[src/rtl/core/assert_macros.svh]
// Assertion helpers used by the monitor top level.
`ifndef ASSERT_MACROS_SVH
`define ASSERT_MACROS_SVH

// Check a property on every clock edge outside of reset.
`define MFM_ASSERT(lbl, prop) \
   lbl: assert property (@(posedge clock) disable iff (reset) prop) \
   else $error("mains frequency monitor check failed");

// Check a property on every clock edge, reset included.
`define MFM_ASSERT_ALWAYS(lbl, prop) \
   lbl: assert property (@(posedge clock) prop) \
   else $error("mains frequency monitor check failed");

`endif

[src/rtl/core/mfm_pkg.sv]
package mfm_pkg;

   // Default sizes.
   localparam int RING_DEPTH_DEF = 128;
   localparam int TIME_BITS_DEF  = 32;

   // Item kinds; the spare code behaves as a status poll.
   localparam logic [1:0] OP_EDGE  = 2'd0;
   localparam logic [1:0] OP_TICK  = 2'd1;
   localparam logic [1:0] OP_POLL  = 2'd2;
   localparam logic [1:0] OP_SPARE = 2'd3;

   // Result status codes.
   localparam logic [1:0] ST_OK       = 2'd0;
   localparam logic [1:0] ST_STALE    = 2'd1;
   localparam logic [1:0] ST_SAMPLING = 2'd2;
   localparam logic [1:0] ST_ABNORMAL = 2'd3;

   // Register indexes.
   localparam logic [2:0] REG_EXPECTED_FREQ  = 3'd0;
   localparam logic [2:0] REG_FREQ_TOLERANCE = 3'd1;
   localparam logic [2:0] REG_DEBOUNCE_MS    = 3'd2;
   localparam logic [2:0] REG_WINDOW_MS      = 3'd3;
   localparam logic [2:0] REG_EXPECTED_EDGES = 3'd4;

   // Register reset values.
   localparam logic [7:0]  EXPECTED_FREQ_RST  = 8'd60;
   localparam logic [3:0]  FREQ_TOLERANCE_RST = 4'd3;
   localparam logic [7:0]  DEBOUNCE_MS_RST    = 8'd8;
   localparam logic [15:0] WINDOW_MS_RST      = 16'd1000;
   localparam logic [7:0]  EXPECTED_EDGES_RST = 8'd60;

   // Arithmetic constants of the average.
   localparam int RATE_NUM     = 1000;
   localparam int RATE_BITS    = 10;
   localparam int ROUND_SCALE  = 10;
   localparam int ROUND_OFFSET = 5;

   // Divider status seen by the sequencer.
   typedef struct packed {
      logic busy;
      logic done;
   } div_stat_type;

endpackage

[src/rtl/core/mfm_div.sv]
// Restoring divider, one quotient bit per cycle.
module mfm_div #(
   parameter int DW = 32,
   parameter int SB = 6
) (
   input  logic                 clock,
   input  logic                 reset,
   input  logic                 start,
   input  logic [SB-1:0]        steps,
   input  logic [DW-1:0]        dividend,
   input  logic [DW-1:0]        divisor,
   output logic [DW-1:0]        quotient,
   output mfm_pkg::div_stat_type stat
);

   logic          run_ff;
   logic [SB-1:0] cnt_ff;
   logic [DW-1:0] dd_ff;
   logic [DW-1:0] dv_ff;
   logic [DW:0]   rem_ff;
   logic [DW-1:0] quo_ff;
   logic [DW:0]   trial;
   logic          ge;
   logic          done;

   assign done  = run_ff && (cnt_ff == '0);
   assign trial = {rem_ff[DW-1:0], dd_ff[DW-1]};
   assign ge    = trial >= {1'b0, dv_ff};

   // Control: run flag and remaining step count.
   always_ff @(posedge clock) begin
      if (reset) begin
         run_ff <= 1'b0;
         cnt_ff <= '0;
      end else if (start) begin
         run_ff <= 1'b1;
         cnt_ff <= steps;
      end else begin
         if (done) run_ff <= 1'b0;
         if (cnt_ff != '0) cnt_ff <= cnt_ff - 1'b1;
      end
   end

   // Datapath: shift the dividend in one bit per step.
   always_ff @(posedge clock) begin
      if (start) begin
         dd_ff  <= dividend;
         dv_ff  <= divisor;
         rem_ff <= '0;
         quo_ff <= '0;
      end else if (cnt_ff != '0) begin
         dd_ff  <= {dd_ff[DW-2:0], 1'b0};
         rem_ff <= ge ? (trial - {1'b0, dv_ff}) : trial;
         quo_ff <= {quo_ff[DW-2:0], ge};
      end
   end

   assign quotient  = quo_ff;
   assign stat.busy = run_ff;
   assign stat.done = done;

endmodule

[src/rtl/core/mains_frequency_monitor_top.sv]
// Edge and poll items pass from S_IDLE through S_EXEC and S_EMIT into the registered result.
// Measuring ticks walk the n stored edges through S_RD and S_RDW and the shared bit-serial
// divider (one 1000/interval per nonzero interval, then two averaging divides) before the
// result is valid.
// A new item is taken only when the previous one has left the sequencer; a held result stalls it.
// Synchronous active-high reset clears all control state; ring contents need none.
`include "assert_macros.svh"

module mains_frequency_monitor_top #(
   parameter int RING_DEPTH = mfm_pkg::RING_DEPTH_DEF,
   parameter int TIME_BITS  = mfm_pkg::TIME_BITS_DEF
) (
   input  logic        clock,
   input  logic        reset,
   // Input stream.
   input  logic        req_tvalid,
   output logic        req_tready,
   input  logic [31:0] req_tdata,   // [31:0] now_ms
   input  logic [1:0]  req_tuser,   // [1:0] op
   // Result stream.
   output logic        rsp_tvalid,
   input  logic        rsp_tready,
   // [1:0] status, [9:2] frequency_hz, [10] edge_debounced, [11] oldest_dropped,
   // [12] no_pulse, [13] sampling_miss, [14] measured, [22:15] missing_count, [23] zero
   output logic [23:0] rsp_tdata,
   // Register writes.
   input  logic        csr_we,
   input  logic [2:0]  csr_index,
   input  logic [15:0] csr_wdata
);

   localparam int AW = $clog2(RING_DEPTH);
   localparam int CW = $clog2(RING_DEPTH + 1);
   localparam int CX = (CW > 8) ? CW : 8;
   localparam int SW = AW + 8;
   localparam int DW = (TIME_BITS > SW + 5) ? TIME_BITS : SW + 5;
   localparam int SB = $clog2(DW + 1);

   // Sequencer states.
   localparam logic [2:0] S_IDLE = 3'd0;
   localparam logic [2:0] S_EXEC = 3'd1;
   localparam logic [2:0] S_RD   = 3'd2;
   localparam logic [2:0] S_RDW  = 3'd3;
   localparam logic [2:0] S_DIV  = 3'd4;
   localparam logic [2:0] S_AVG1 = 3'd5;
   localparam logic [2:0] S_AVG2 = 3'd6;
   localparam logic [2:0] S_EMIT = 3'd7;

   // Configuration registers.
   logic [7:0]  exp_freq_ff;
   logic [3:0]  tol_ff;
   logic [7:0]  debounce_ff;
   logic [15:0] window_ff;
   logic [7:0]  exp_edges_ff;

   always_ff @(posedge clock) begin
      if (reset) begin
         exp_freq_ff  <= mfm_pkg::EXPECTED_FREQ_RST;
         tol_ff       <= mfm_pkg::FREQ_TOLERANCE_RST;
         debounce_ff  <= mfm_pkg::DEBOUNCE_MS_RST;
         window_ff    <= mfm_pkg::WINDOW_MS_RST;
         exp_edges_ff <= mfm_pkg::EXPECTED_EDGES_RST;
      end else if (csr_we) begin
         case (csr_index)
            mfm_pkg::REG_EXPECTED_FREQ:  exp_freq_ff  <= csr_wdata[7:0];
            mfm_pkg::REG_FREQ_TOLERANCE: tol_ff       <= csr_wdata[3:0];
            mfm_pkg::REG_DEBOUNCE_MS:    debounce_ff  <= csr_wdata[7:0];
            mfm_pkg::REG_WINDOW_MS:      window_ff    <= csr_wdata;
            mfm_pkg::REG_EXPECTED_EDGES: exp_edges_ff <= csr_wdata[7:0];
            default: ;
         endcase
      end
   end

   // Monitor state.
   logic [2:0]           state_ff, state_in;
   logic [1:0]           op_ff;
   logic [TIME_BITS-1:0] now_ff;
   logic [TIME_BITS-1:0] last_edge_ff, last_edge_in;
   logic [TIME_BITS-1:0] last_upd_ff, last_upd_in;
   logic [7:0]           freq_ff, freq_in;
   logic [7:0]           missing_ff, missing_in;
   logic [AW-1:0]        head_ff, head_in;
   logic [CW-1:0]        count_ff, count_in;
   // Drain walk.
   logic [AW-1:0]        ptr_ff, ptr_in;
   logic [CW-1:0]        idx_ff, idx_in;
   logic [SW-1:0]        sum_ff, sum_in;
   logic [TIME_BITS-1:0] older_ff, older_in;
   // Result flags.
   logic deb_ff, deb_in, drop_ff, drop_in, nop_ff, nop_in;
   logic miss_ff, miss_in, meas_ff, meas_in;
   logic [7:0] mout_ff, mout_in;
   // Output register.
   logic        rsp_valid_ff, rsp_valid_in;
   logic [23:0] rsp_data_ff, rsp_data_in;

   // Ring memory.
   logic [TIME_BITS-1:0] ring_mem [RING_DEPTH];
   logic [TIME_BITS-1:0] rdata_ff;
   logic                 wr_en;
   logic [AW-1:0]        wr_addr;

   always_ff @(posedge clock) begin
      if (wr_en) ring_mem[wr_addr] <= now_ff;
      rdata_ff <= ring_mem[ptr_ff];
   end

   // Shared divider.
   logic                  div_start;
   logic [SB-1:0]         div_steps;
   logic [DW-1:0]         div_dividend, div_divisor, div_quo;
   mfm_pkg::div_stat_type div_stat;

   mfm_div #(.DW(DW), .SB(SB)) u_div (
      .clock    (clock),
      .reset    (reset),
      .start    (div_start),
      .steps    (div_steps),
      .dividend (div_dividend),
      .divisor  (div_divisor),
      .quotient (div_quo),
      .stat     (div_stat)
   );

   // Combinational helpers.
   logic [TIME_BITS-1:0] since_edge, since_upd, diff;
   logic                 stale;
   logic [CW:0]          tail_sum;
   logic [AW-1:0]        tail_addr, ptr_next, head_next;
   logic [7:0]           m_val;
   logic [CX-1:0]        count_x;
   logic                 last_elem;
   logic [SW+3:0]        sum_x10;
   logic [CW-1:0]        n_minus1;
   logic [8:0]           f_lo, f_hi;
   logic [1:0]           status;
   logic                 out_free;

   assign since_edge = now_ff - last_edge_ff;
   assign since_upd  = now_ff - last_upd_ff;
   assign diff       = rdata_ff - older_ff;
   assign stale      = {{(33 - TIME_BITS){1'b0}}, since_upd} >= {16'b0, window_ff, 1'b0};
   assign tail_sum   = {1'b0, CW'(head_ff)} + {1'b0, count_ff};
   assign tail_addr  = (tail_sum >= (CW + 1)'(RING_DEPTH))
                       ? AW'(tail_sum - (CW + 1)'(RING_DEPTH)) : AW'(tail_sum);
   assign ptr_next   = (ptr_ff == AW'(RING_DEPTH - 1)) ? '0 : ptr_ff + 1'b1;
   assign head_next  = (head_ff == AW'(RING_DEPTH - 1)) ? '0 : head_ff + 1'b1;
   assign count_x    = CX'(count_ff);
   assign m_val      = exp_edges_ff - count_x[7:0];
   assign last_elem  = (idx_ff == count_ff - 1'b1);
   assign sum_x10    = {sum_ff, 3'b000} + {2'b00, sum_ff, 1'b0};
   assign n_minus1   = count_ff - 1'b1;
   assign out_free   = !rsp_valid_ff || rsp_tready;

   // Status after the item.
   assign f_lo = {1'b0, freq_ff} + {5'b0, tol_ff};
   assign f_hi = {1'b0, exp_freq_ff} + {5'b0, tol_ff};
   always_comb begin
      if (stale) begin
         status = mfm_pkg::ST_STALE;
      end else if ($signed(missing_ff) > $signed({4'b0000, tol_ff})) begin
         status = mfm_pkg::ST_SAMPLING;
      end else if ((f_lo < {1'b0, exp_freq_ff}) || ({1'b0, freq_ff} > f_hi)) begin
         status = mfm_pkg::ST_ABNORMAL;
      end else begin
         status = mfm_pkg::ST_OK;
      end
   end

   // Sequencer.
   always_comb begin
      state_in     = state_ff;
      last_edge_in = last_edge_ff;
      last_upd_in  = last_upd_ff;
      freq_in      = freq_ff;
      missing_in   = missing_ff;
      head_in      = head_ff;
      count_in     = count_ff;
      ptr_in       = ptr_ff;
      idx_in       = idx_ff;
      sum_in       = sum_ff;
      older_in     = older_ff;
      deb_in       = deb_ff;
      drop_in      = drop_ff;
      nop_in       = nop_ff;
      miss_in      = miss_ff;
      meas_in      = meas_ff;
      mout_in      = mout_ff;
      rsp_valid_in = rsp_valid_ff && !rsp_tready;
      rsp_data_in  = rsp_data_ff;
      wr_en        = 1'b0;
      wr_addr      = tail_addr;
      div_start    = 1'b0;
      div_steps    = SB'(mfm_pkg::RATE_BITS);
      div_dividend = DW'(mfm_pkg::RATE_NUM) << (DW - mfm_pkg::RATE_BITS);
      div_divisor  = DW'(diff);

      case (state_ff)
         S_IDLE: begin
            if (req_tvalid) state_in = S_EXEC;
         end
         S_EXEC: begin
            deb_in   = 1'b0;
            drop_in  = 1'b0;
            nop_in   = 1'b0;
            miss_in  = 1'b0;
            meas_in  = 1'b0;
            mout_in  = missing_ff;
            state_in = S_EMIT;
            if (op_ff == mfm_pkg::OP_EDGE) begin
               if (since_edge < TIME_BITS'(debounce_ff)) begin
                  deb_in = 1'b1;
               end else begin
                  last_edge_in = now_ff;
                  wr_en        = 1'b1;
                  if (count_ff >= CW'(RING_DEPTH)) begin
                     drop_in = 1'b1;
                     wr_addr = head_ff;
                     head_in = head_next;
                  end else begin
                     count_in = count_ff + 1'b1;
                  end
               end
            end else if (op_ff == mfm_pkg::OP_TICK) begin
               if (stale) freq_in = '0;
               if (since_edge >= TIME_BITS'(window_ff)) begin
                  nop_in = 1'b1;
               end else begin
                  mout_in    = m_val;
                  missing_in = m_val;
                  if ($signed(m_val) > $signed({4'b0000, tol_ff})) begin
                     miss_in = 1'b1;
                  end else begin
                     meas_in     = 1'b1;
                     last_upd_in = now_ff;
                     missing_in  = '0;
                     ptr_in      = head_ff;
                     idx_in      = '0;
                     sum_in      = '0;
                     if (count_ff == '0) begin
                        freq_in = '0;
                     end else begin
                        state_in = S_RD;
                     end
                  end
               end
            end
         end
         S_RD: begin
            state_in = S_RDW;
         end
         S_RDW: begin
            older_in = rdata_ff;
            if ((idx_ff != '0) && (diff != '0)) begin
               div_start = 1'b1;
               state_in  = S_DIV;
            end else if (last_elem) begin
               head_in  = ptr_next;
               count_in = '0;
               if (idx_ff == '0) begin
                  // A single stored edge gives no interval.
                  freq_in  = '0;
                  state_in = S_EMIT;
               end else begin
                  // The last interval was zero and adds nothing to the sum.
                  div_start    = 1'b1;
                  div_steps    = SB'(DW);
                  div_dividend = DW'(sum_x10);
                  div_divisor  = DW'(n_minus1);
                  state_in     = S_AVG1;
               end
            end else begin
               ptr_in   = ptr_next;
               idx_in   = idx_ff + 1'b1;
               state_in = S_RD;
            end
         end
         S_DIV: begin
            if (div_stat.done) begin
               sum_in = sum_ff + SW'(div_quo[7:0]);
               if (last_elem) begin
                  head_in      = ptr_next;
                  count_in     = '0;
                  div_start    = 1'b1;
                  div_steps    = SB'(DW);
                  div_dividend = DW'(sum_x10 + {4'b0000, div_quo[7:0]} * 4'd10);
                  div_divisor  = DW'(n_minus1);
                  state_in     = S_AVG1;
               end else begin
                  ptr_in   = ptr_next;
                  idx_in   = idx_ff + 1'b1;
                  state_in = S_RD;
               end
            end
         end
         S_AVG1: begin
            if (div_stat.done) begin
               div_start    = 1'b1;
               div_steps    = SB'(DW);
               div_dividend = div_quo + DW'(mfm_pkg::ROUND_OFFSET);
               div_divisor  = DW'(mfm_pkg::ROUND_SCALE);
               state_in     = S_AVG2;
            end
         end
         S_AVG2: begin
            if (div_stat.done) begin
               freq_in  = div_quo[7:0];
               state_in = S_EMIT;
            end
         end
         S_EMIT: begin
            if (out_free) begin
               rsp_valid_in = 1'b1;
               rsp_data_in  = {1'b0, mout_ff, meas_ff, miss_ff, nop_ff, drop_ff, deb_ff,
                               freq_ff, status};
               state_in     = S_IDLE;
            end
         end
         default: state_in = S_IDLE;
      endcase
   end

   // Control registers.
   always_ff @(posedge clock) begin
      if (reset) begin
         state_ff     <= S_IDLE;
         last_edge_ff <= '0;
         last_upd_ff  <= '0;
         freq_ff      <= '0;
         missing_ff   <= '0;
         head_ff      <= '0;
         count_ff     <= '0;
         rsp_valid_ff <= 1'b0;
      end else begin
         state_ff     <= state_in;
         last_edge_ff <= last_edge_in;
         last_upd_ff  <= last_upd_in;
         freq_ff      <= freq_in;
         missing_ff   <= missing_in;
         head_ff      <= head_in;
         count_ff     <= count_in;
         rsp_valid_ff <= rsp_valid_in;
      end
   end

   // Payload registers.
   always_ff @(posedge clock) begin
      if (req_tvalid && req_tready) begin
         op_ff  <= req_tuser;
         now_ff <= req_tdata[TIME_BITS-1:0];
      end
      ptr_ff      <= ptr_in;
      idx_ff      <= idx_in;
      sum_ff      <= sum_in;
      older_ff    <= older_in;
      deb_ff      <= deb_in;
      drop_ff     <= drop_in;
      nop_ff      <= nop_in;
      miss_ff     <= miss_in;
      meas_ff     <= meas_in;
      mout_ff     <= mout_in;
      rsp_data_ff <= rsp_data_in;
   end

   assign req_tready = (state_ff == S_IDLE);
   assign rsp_tvalid = rsp_valid_ff;
   assign rsp_tdata  = rsp_data_ff;

   // Checks.
   `MFM_ASSERT(a_count_range, count_ff <= CW'(RING_DEPTH))
   `MFM_ASSERT(a_meas_drained, (state_ff == S_EMIT && out_free && meas_ff) |=> (count_ff == '0))
   `MFM_ASSERT(a_div_start_free, div_start |-> (!div_stat.busy || div_stat.done))
   `MFM_ASSERT(a_idle_div_quiet, (state_ff == S_IDLE) |-> !div_stat.busy)

endmodule
[config.mk]
export PLATFORM = sky130hd
export DESIGN_NAME = mains_frequency_monitor_top
export DESIGN_NICKNAME = d
export VERILOG_FILES = /design/src/rtl/core/mfm_pkg.sv /design/src/rtl/core/mfm_div.sv /design/src/rtl/core/mains_frequency_monitor_top.sv
export VERILOG_INCLUDE_DIRS = /design/src /design/src/rtl/core
export SDC_FILE = /design/constraint.sdc
export NUM_CORES = 2
export LEC_CHECK = 0
export BUFFER_PORTS_ARGS = -buffer_cell sky130_fd_sc_hd__buf_2
export CORE_ASPECT_RATIO = 1.75
export CORE_MARGIN = 2
export CORE_UTILIZATION = 33
export DETAILED_ROUTE_END_ITERATION = 6
export PLACE_DENSITY = 0.56
export SYNTH_ARGS = -nofsm -noshare
export SYNTH_HDL_FRONTEND = slang
export SYNTH_SLANG_ARGS = --single-unit
[constraint.sdc]
create_clock -name clock -period 10.99 [get_ports clock]
set_clock_uncertainty 0.1 [all_clocks]
set_input_delay 1.099 -clock clock [delete_from_list [all_inputs] [get_ports clock]]
set_output_delay 1.099 -clock clock [all_outputs]
set_load 0.005 [all_outputs]
# Word level (Yosys, flattened, before mapping)
# Memory sizes are Yosys's and may differ from the RTL's. A register that Yosys moved wholly into a read port is not among the register bits.
# Index checks and enable logic that the tools add are counted.
[word_totals]
ff_bits = 410
ram_bits = 4096
inputBits = 58
out_inout_bits = 26
word_cells = 262
n_memories = 1
[classes]
addsub = 19
mul = 1
magnitude_cmp = 10
n_eq_ne = 31
n_mux = 122
bitwise_logic = 5
n_reduce_logical = 40
[memory_table]
columns = ["memory", "depth", "width", "read_ports", "rd_ports_with_merged_regs", "wr", "line", "text"]
rows = [
  ["ring_mem", 128, 32, 1, 1, 1, "mains_frequency_monitor_top.sv:99", "logic [TIME_BITS-1:0] ring_mem [RING_DEPTH];"],
]
[op_table]
columns = ["operator", "n"]
rows = [
  ["$mux 32", 15],
  ["$mux 8", 27],
  ["$pmux 32 s3", 2],
  ["$mux 7", 20],
  ["$sub 32x32->32", 4],
  ["$mux 15", 5],
  ["$pmux 8 s3", 3],
  ["$mux 6", 8],
  ["$pmux 7 s3", 2],
  ["$mux 3", 13],
  ["$ge 33x32->1", 1],
  ["$add 32x3->32 const B", 1],
  ["$ge 32x16->1", 1],
  ["$ge 32x17->1", 1],
  ["$lt 32x8->1", 1],
  ["$reduce_bool 32->1", 1],
  ["$pmux 15 s2", 1],
  ["$ne 2x2->1 const B", 13],
  ["$pmux 3 s8", 1],
  ["$add 19x12->20", 1],
  ["$mux 1", 20],
  ["$add 18x16->19", 1],
  ["$add 8x4->9", 2],
  ["$pmux 6 s3", 1],
  ["other kinds (43)", 83],
]

# Depth between registers and ports, before layout
[depth]
depth_word = 9
mapped_depth = 23
mapped_depth_nobuf = 23

# By module
# From an unflattened synthesis, not the netlist that was laid out.
[hier_totals]
hier_cells = 9507
hier_area_um2 = 186949.3
[modules_own_cells]
columns = ["mod", "n_inst", "cells_each", "area_per_inst_um2", "seq_area_each_um2"]
rows = [
  ["mains_frequency_monitor_top", 1, 8759, 179699.8, 130465.1],
  ["mfm_div", 1, 748, 7249.5, 3343.2],
]

# Least setup slack after synthesis
# No wires, ideal clock.
[synth_timing]
path_kind = "register to register"
start = "register now_ff[0]"
end = "memory ring_mem[126][0] (netlist bit) (enable)"
setup_time_ns = 0.461
arrival_ns = 8.179
required_time_ns = 10.429
setup_slack_ns = 2.249
stages_incl_launch_ff = 21
n_path_buf = 1
period_less_slack_ns = 8.741
cell_sequence = "edfxtp_1 > inv_1 > ha_1 > fa_1 > nand2b_1 > nand2b_1 > a21oi_1 > xnor2_1 > ha_1 > o21a_1 > o211ai_1 > a21oi_1 > a2111o_1 > or4_1 > nor4b_2 > a41oi_2 > nand3_2 > buf_4 > mux2i_1 > nand2_1 > nor3_1"
[synth_via]
elab_chain_cells = 7
elab_cells_between_ends = 10
cone_classes = "add/sub: 1; order compare: 1; mux: 8"
[synth_lines]
columns = ["element", "line", "text"]
rows = [
  ["start: declaration", "mains_frequency_monitor_top.sv:78", "logic [TIME_BITS-1:0] now_ff;"],
  ["start signal: assignment", "mains_frequency_monitor_top.sv:351", "now_ff <= req_tdata[TIME_BITS-1:0];"],
  ["$sub 32x32->32 (*)", "mains_frequency_monitor_top.sv:140", "assign since_edge = now_ff - last_edge_ff;"],
  ["$lt 32x8->1 (*)", "mains_frequency_monitor_top.sv:212", "if (since_edge < TIME_BITS'(debounce_ff)) begin"],
  ["$mux 1", "mains_frequency_monitor_top.sv:212", ""],
  ["$mux 1", "mains_frequency_monitor_top.sv:211", "if (op_ff == mfm_pkg::OP_EDGE) begin"],
  ["$mux 1", "mains_frequency_monitor_top.sv:199", "case (state_ff)"],
  ["$mux 1", "mains_frequency_monitor_top.sv:105", "if (wr_en) ring_mem[wr_addr] <= now_ff;"],
  ["$mux 1 (implied by the code)", "mains_frequency_monitor_top.sv:105", ""],
  ["end: declaration", "mains_frequency_monitor_top.sv:99", ""],
]
# Every way passes the cells marked *; elsewhere a longest branch is shown, timed or not.

# Final worst setup path
[layout_timing]
start = "register now_ff[5]"
end = "memory ring_mem[108][11] (netlist bit) (enable)"
# The elaborated chain is that of the path after synthesis.

==> impl_summary.md <==
Worst hold path
The hold-critical path depth is 1. The tightest min-delay check is of the primary input to register type. The worst min-delay path startpoint is req_tuser[0]. The worst min-delay path endpoint is op_ff[0].

Floorplanning
For this configuration, the core starts out at a cell density of 0.331. In this run the horizontal extent of the chip is roughly 570 um. The number of placement rows is 364. The die is roughly 1000 um tall. The total I/O pin count is between 80 and 90. The die covers ~0.57 sq mm. The placeable core region is between 0.5 and 0.6 sq mm.

Layout
The finished layout cell area is approximately 0.21 sq mm. Measured on the finished design, the core utilization comes to 0.375. The fraction of layout instances using a drive strength above 1 is 0.256. The net count reported at finish is 9937. Relative to the synthesized area, the layout overhead comes to 13.2%. The number of standard cells in the final layout excluding fillers is between 15000 and 20000.

CTS
The number of instances resized during post-cts repair is 0. The source-to-sink clock delay at the later pin of the worst-skew pair is about 1.0 ns. The clock passes through at most 4 buffers. The H-tree was split into 5 levels. The tree is rooted in a clkbuf_16. Buffers added to address setup during post-CTS repair amount to 0.

After clock tree synthesis, the clock-pin slew on the worst setup and hold paths is about 0.07 ns. Buffers inserted to repair hold after CTS numbered 0. The number of CTS-inserted buffers is around 400. The CTS tree is yes. The clock net in this run drives a total of 4538 sinks.

Setup path
The cell family contributing the most delay on the critical path is simple AND/OR/NAND/NOR gates. Data arrives at the worst endpoint at between 8 and 9 ns. The number of buffers and inverters on the critical path is 2. Across all register-to-register paths, the minimum setup slack is between 3 and 4 ns.

Along the worst path, the maximum fanout reaches 32. The worst setup path is captured at a register. The endpoint of the lowest-slack register-to-register path is ring_mem[108][11]. The largest individual stage delay along the critical path comes from the cell nor2_4. The worst-case reg-to-reg path depth is 19. The element type at the critical path start is a register. The worst setup path startpoint is now_ff[5]. The reg-to-reg startpoint is now_ff[5]. The largest single stage delay on the critical path is ~1.1 ns. The critical path goes through buf_4, ha_1, o21a_1, o21ai_0, a21oi_1, nor2_1, xnor2_1, ha_1, o211ai_1, a21oi_1, a2111o_1, or4_1, nor4b_2, a41oi_2, nand3_2, mux2i_2, buf_4, nand2_1, nor2_4. The critical path in this run is classified as register to register. At the worst endpoint, the required time is approximately 11 ns.

STA
The worst pin sits at a relative slew slack of 0.119. The setup violation total in the final timing report is 0. The final count of pins violating max slew was 0.

For the pin with the worst max-slew slack, the measured transition is between 1 and 1.5 ns. Setup repair after global routing left no endpoint under its margin. The number of hold violations in the final report is 0. The final worst-path cycle share is 0.704.

The maximum clock frequency is ~130 MHz. The post-layout minimum cycle time is between 7 and 8 ns. In the final timing run, aggregate negative setup slack is 0 ns.

Detailed routing
The total DRC errors in the routed layout is 0. The total via count in the routed design is approximately 95000. The average routed wire per standard cell is around 33 um. The post-route antenna net violation count is 0. The DRC marker count from the first detailed-route iteration is approximately 10000. For this run, the detailed router's first-pass iteration total came to 6. After detailed routing, the number of vias per cell comes to about 5.4. The final wirelength is about 580000 um.

Power and ir drop
Across the VDD grid, the largest voltage drop is ~0.00022 V. The power density over cell area is ~210 mW/mm^2. The reported leakage power is between 60 and 70 nW.

Global routing
The global routing usage on met1 is 0.227. In this run the most used layer during global routing was met2. The first global-routing pass estimated about 790000 um of wire. The initial antenna violation count is ~110. The number of global-route vias before repair is ~96000. Entering global routing, the biggest net connects 130 pins. In the global route stage, met2 resource usage came out at 0.353. For this run the aggregate overflow at the end of global routing stands at 0.

For met3 alone, demand over resource in global routing was 0.0239. For this run, the total global-route usage over all layers was measured as 0.199.

Place
The post-placement cell count is about 17000. Routability-driven placement finished with a final weighted congestion of 0.942. Summing all placed instances gives a cell area of roughly 0.2 sq mm. Detailed placement ended at an HPWL of 384000 um. The quantity of I/O buffers inserted on ports is 82.

Run
The number of max-capacitance violations reported is 0.

Logic synthesis
Among all flip-flop cells after synthesis, the most frequent one is edfxtp_1. The number of instances in the synthesized netlist is approximately 9300. In the synthesized netlist the async set-or-reset flop fraction comes to 0. After synthesis the netlist holds a flip-flop and latch count of between 4000 and 5000. For this run, the number of Yosys warnings is 0. In this run, distinct cell masters in the synthesized netlist total around 110. Yosys mapped a number of flops with a built-in enable equal to roughly 4300. By area the synthesized netlist is led by edfxtp_1, mux4_2, dfxtp_1. The share of the Yosys chip area taken by registers is 0.722. The share of the synthesized area in the top cell type is 0.695. The average size of a mapped cell is 19.9 sq um. By instance count, the leading cell after synthesis is edfxtp_1.

The cell area after synthesis is 0.185 sq mm. edfxtp_1 takes more of the synthesized area than any other cell. After synthesis, the most frequently instantiated cells are edfxtp_1, mux4_2, nor2_1.

The number of nets handed over by synthesis was approximately 9600.

Outcome
The flow ran to the end, and the final reports show no timing, DRC or antenna violations.
## worst max path at each step
stage,slack (ns),end,cells past startpoint
detailed placement,3.40,ring_mem[21][27],15
global placement,3.39,ring_mem[21][19],18
floorplan,2.25,ring_mem[126][0],20
CTS,3.30,ring_mem[108][11],16
global route,2.97,ring_mem[108][11],19
finish,3.25,ring_mem[108][11],19
## layout make-up
cell class                      count  area [sq um]
Clock inverter                    273          2600
Antenna cell                      269           673
Fill cell                       50900        350000
Tap cell                         7320          9160
Timing Repair Buffer              346          2700
Multi-Input combinational cell   4090         49800
Clock buffer                      459         10200
Sequential cell                  4538        134000
Inverter                          240           903
## flip-flops by register name, indices dropped and copies added, names as in the netlist, 32 cells and up
| name | flops |
|---|---|
| ring_mem | 4096 |
| last_edge_ff | 32 |
| last_upd_ff | 32 |
| now_ff | 32 |
| older_ff | 32 |
| rdata_ff | 32 |
| u_div.dd_ff | 32 |
| u_div.dv_ff | 32 |
| u_div.quotient | 32 |
| u_div.rem_ff | 32 |
## per-stage QoR
| step | worst slack, ns | hold WS, ns | total power [mW] |
|---|---|---|---|
| floorplan | 2.25 | 0.300 | 26.8 |
| global placement | 3.39 | 0.323 | 30.8 |
| detailed placement | 3.40 | 0.324 | 31.0 |
| CTS | 3.30 | 0.139 | 45.0 |
| global route | 2.97 | 0.195 | 46.1 |
| finish | 3.25 | 0.207 | 44.7 |
## layer usage
| layer | share of wire | wire length [um] |
|---|---|---|
| met3 | 0.052 | 29700 |
| met4 | 0.068 | 39100 |
| met1 | 0.36 | 205000 |
| met2 | 0.52 | 302000 |
| met5 | 0.00037 | 214 |
## report_power, final
group / switching (mW) / internal [mW]
registers: 0.322 / 20.4
logic: 6.69 / 3.22
clock network: 6.56 / 7.53
## cell families after synthesis
family / after synthesis / share of synthesized area
XOR/XNOR: 206 / 0.00974
buffers and inverters: 687 / 0.0145
AND/OR/NAND/NOR: 1248 / 0.0320
multiplexers: 1485 / 0.171
flip-flops: 4538 / 0.722
AO/OA/AOI/OAI: 880 / 0.0316
other: 1 / 0.0000202
adder cells (fa/ha/maj): 270 / 0.0187
## layout by cell type, fill, tap and decap left out, types with 45 or more instances in the layout
cell,count
buf_4,241
diode_2,269
clkbuf_16,395
a21o_1,90
mux2i_1,85
ha_1,259
inv_1,238
clkinv_2,89
buf_2,81
o21ai_0,137
xor2_1,76
nor2_1,290
mux2_2,45
clkbuf_1,54
mux4_2,1344
dfxtp_1,246
o211ai_1,46
a21oi_1,283
edfxtp_1,4292
xnor2_1,130
o21a_1,45
clkinv_1,76
nor2_4,101
nor3_1,71
nor2b_1,47
nand3_1,71
nand2_1,360
(Power assumes the default switching activity.)
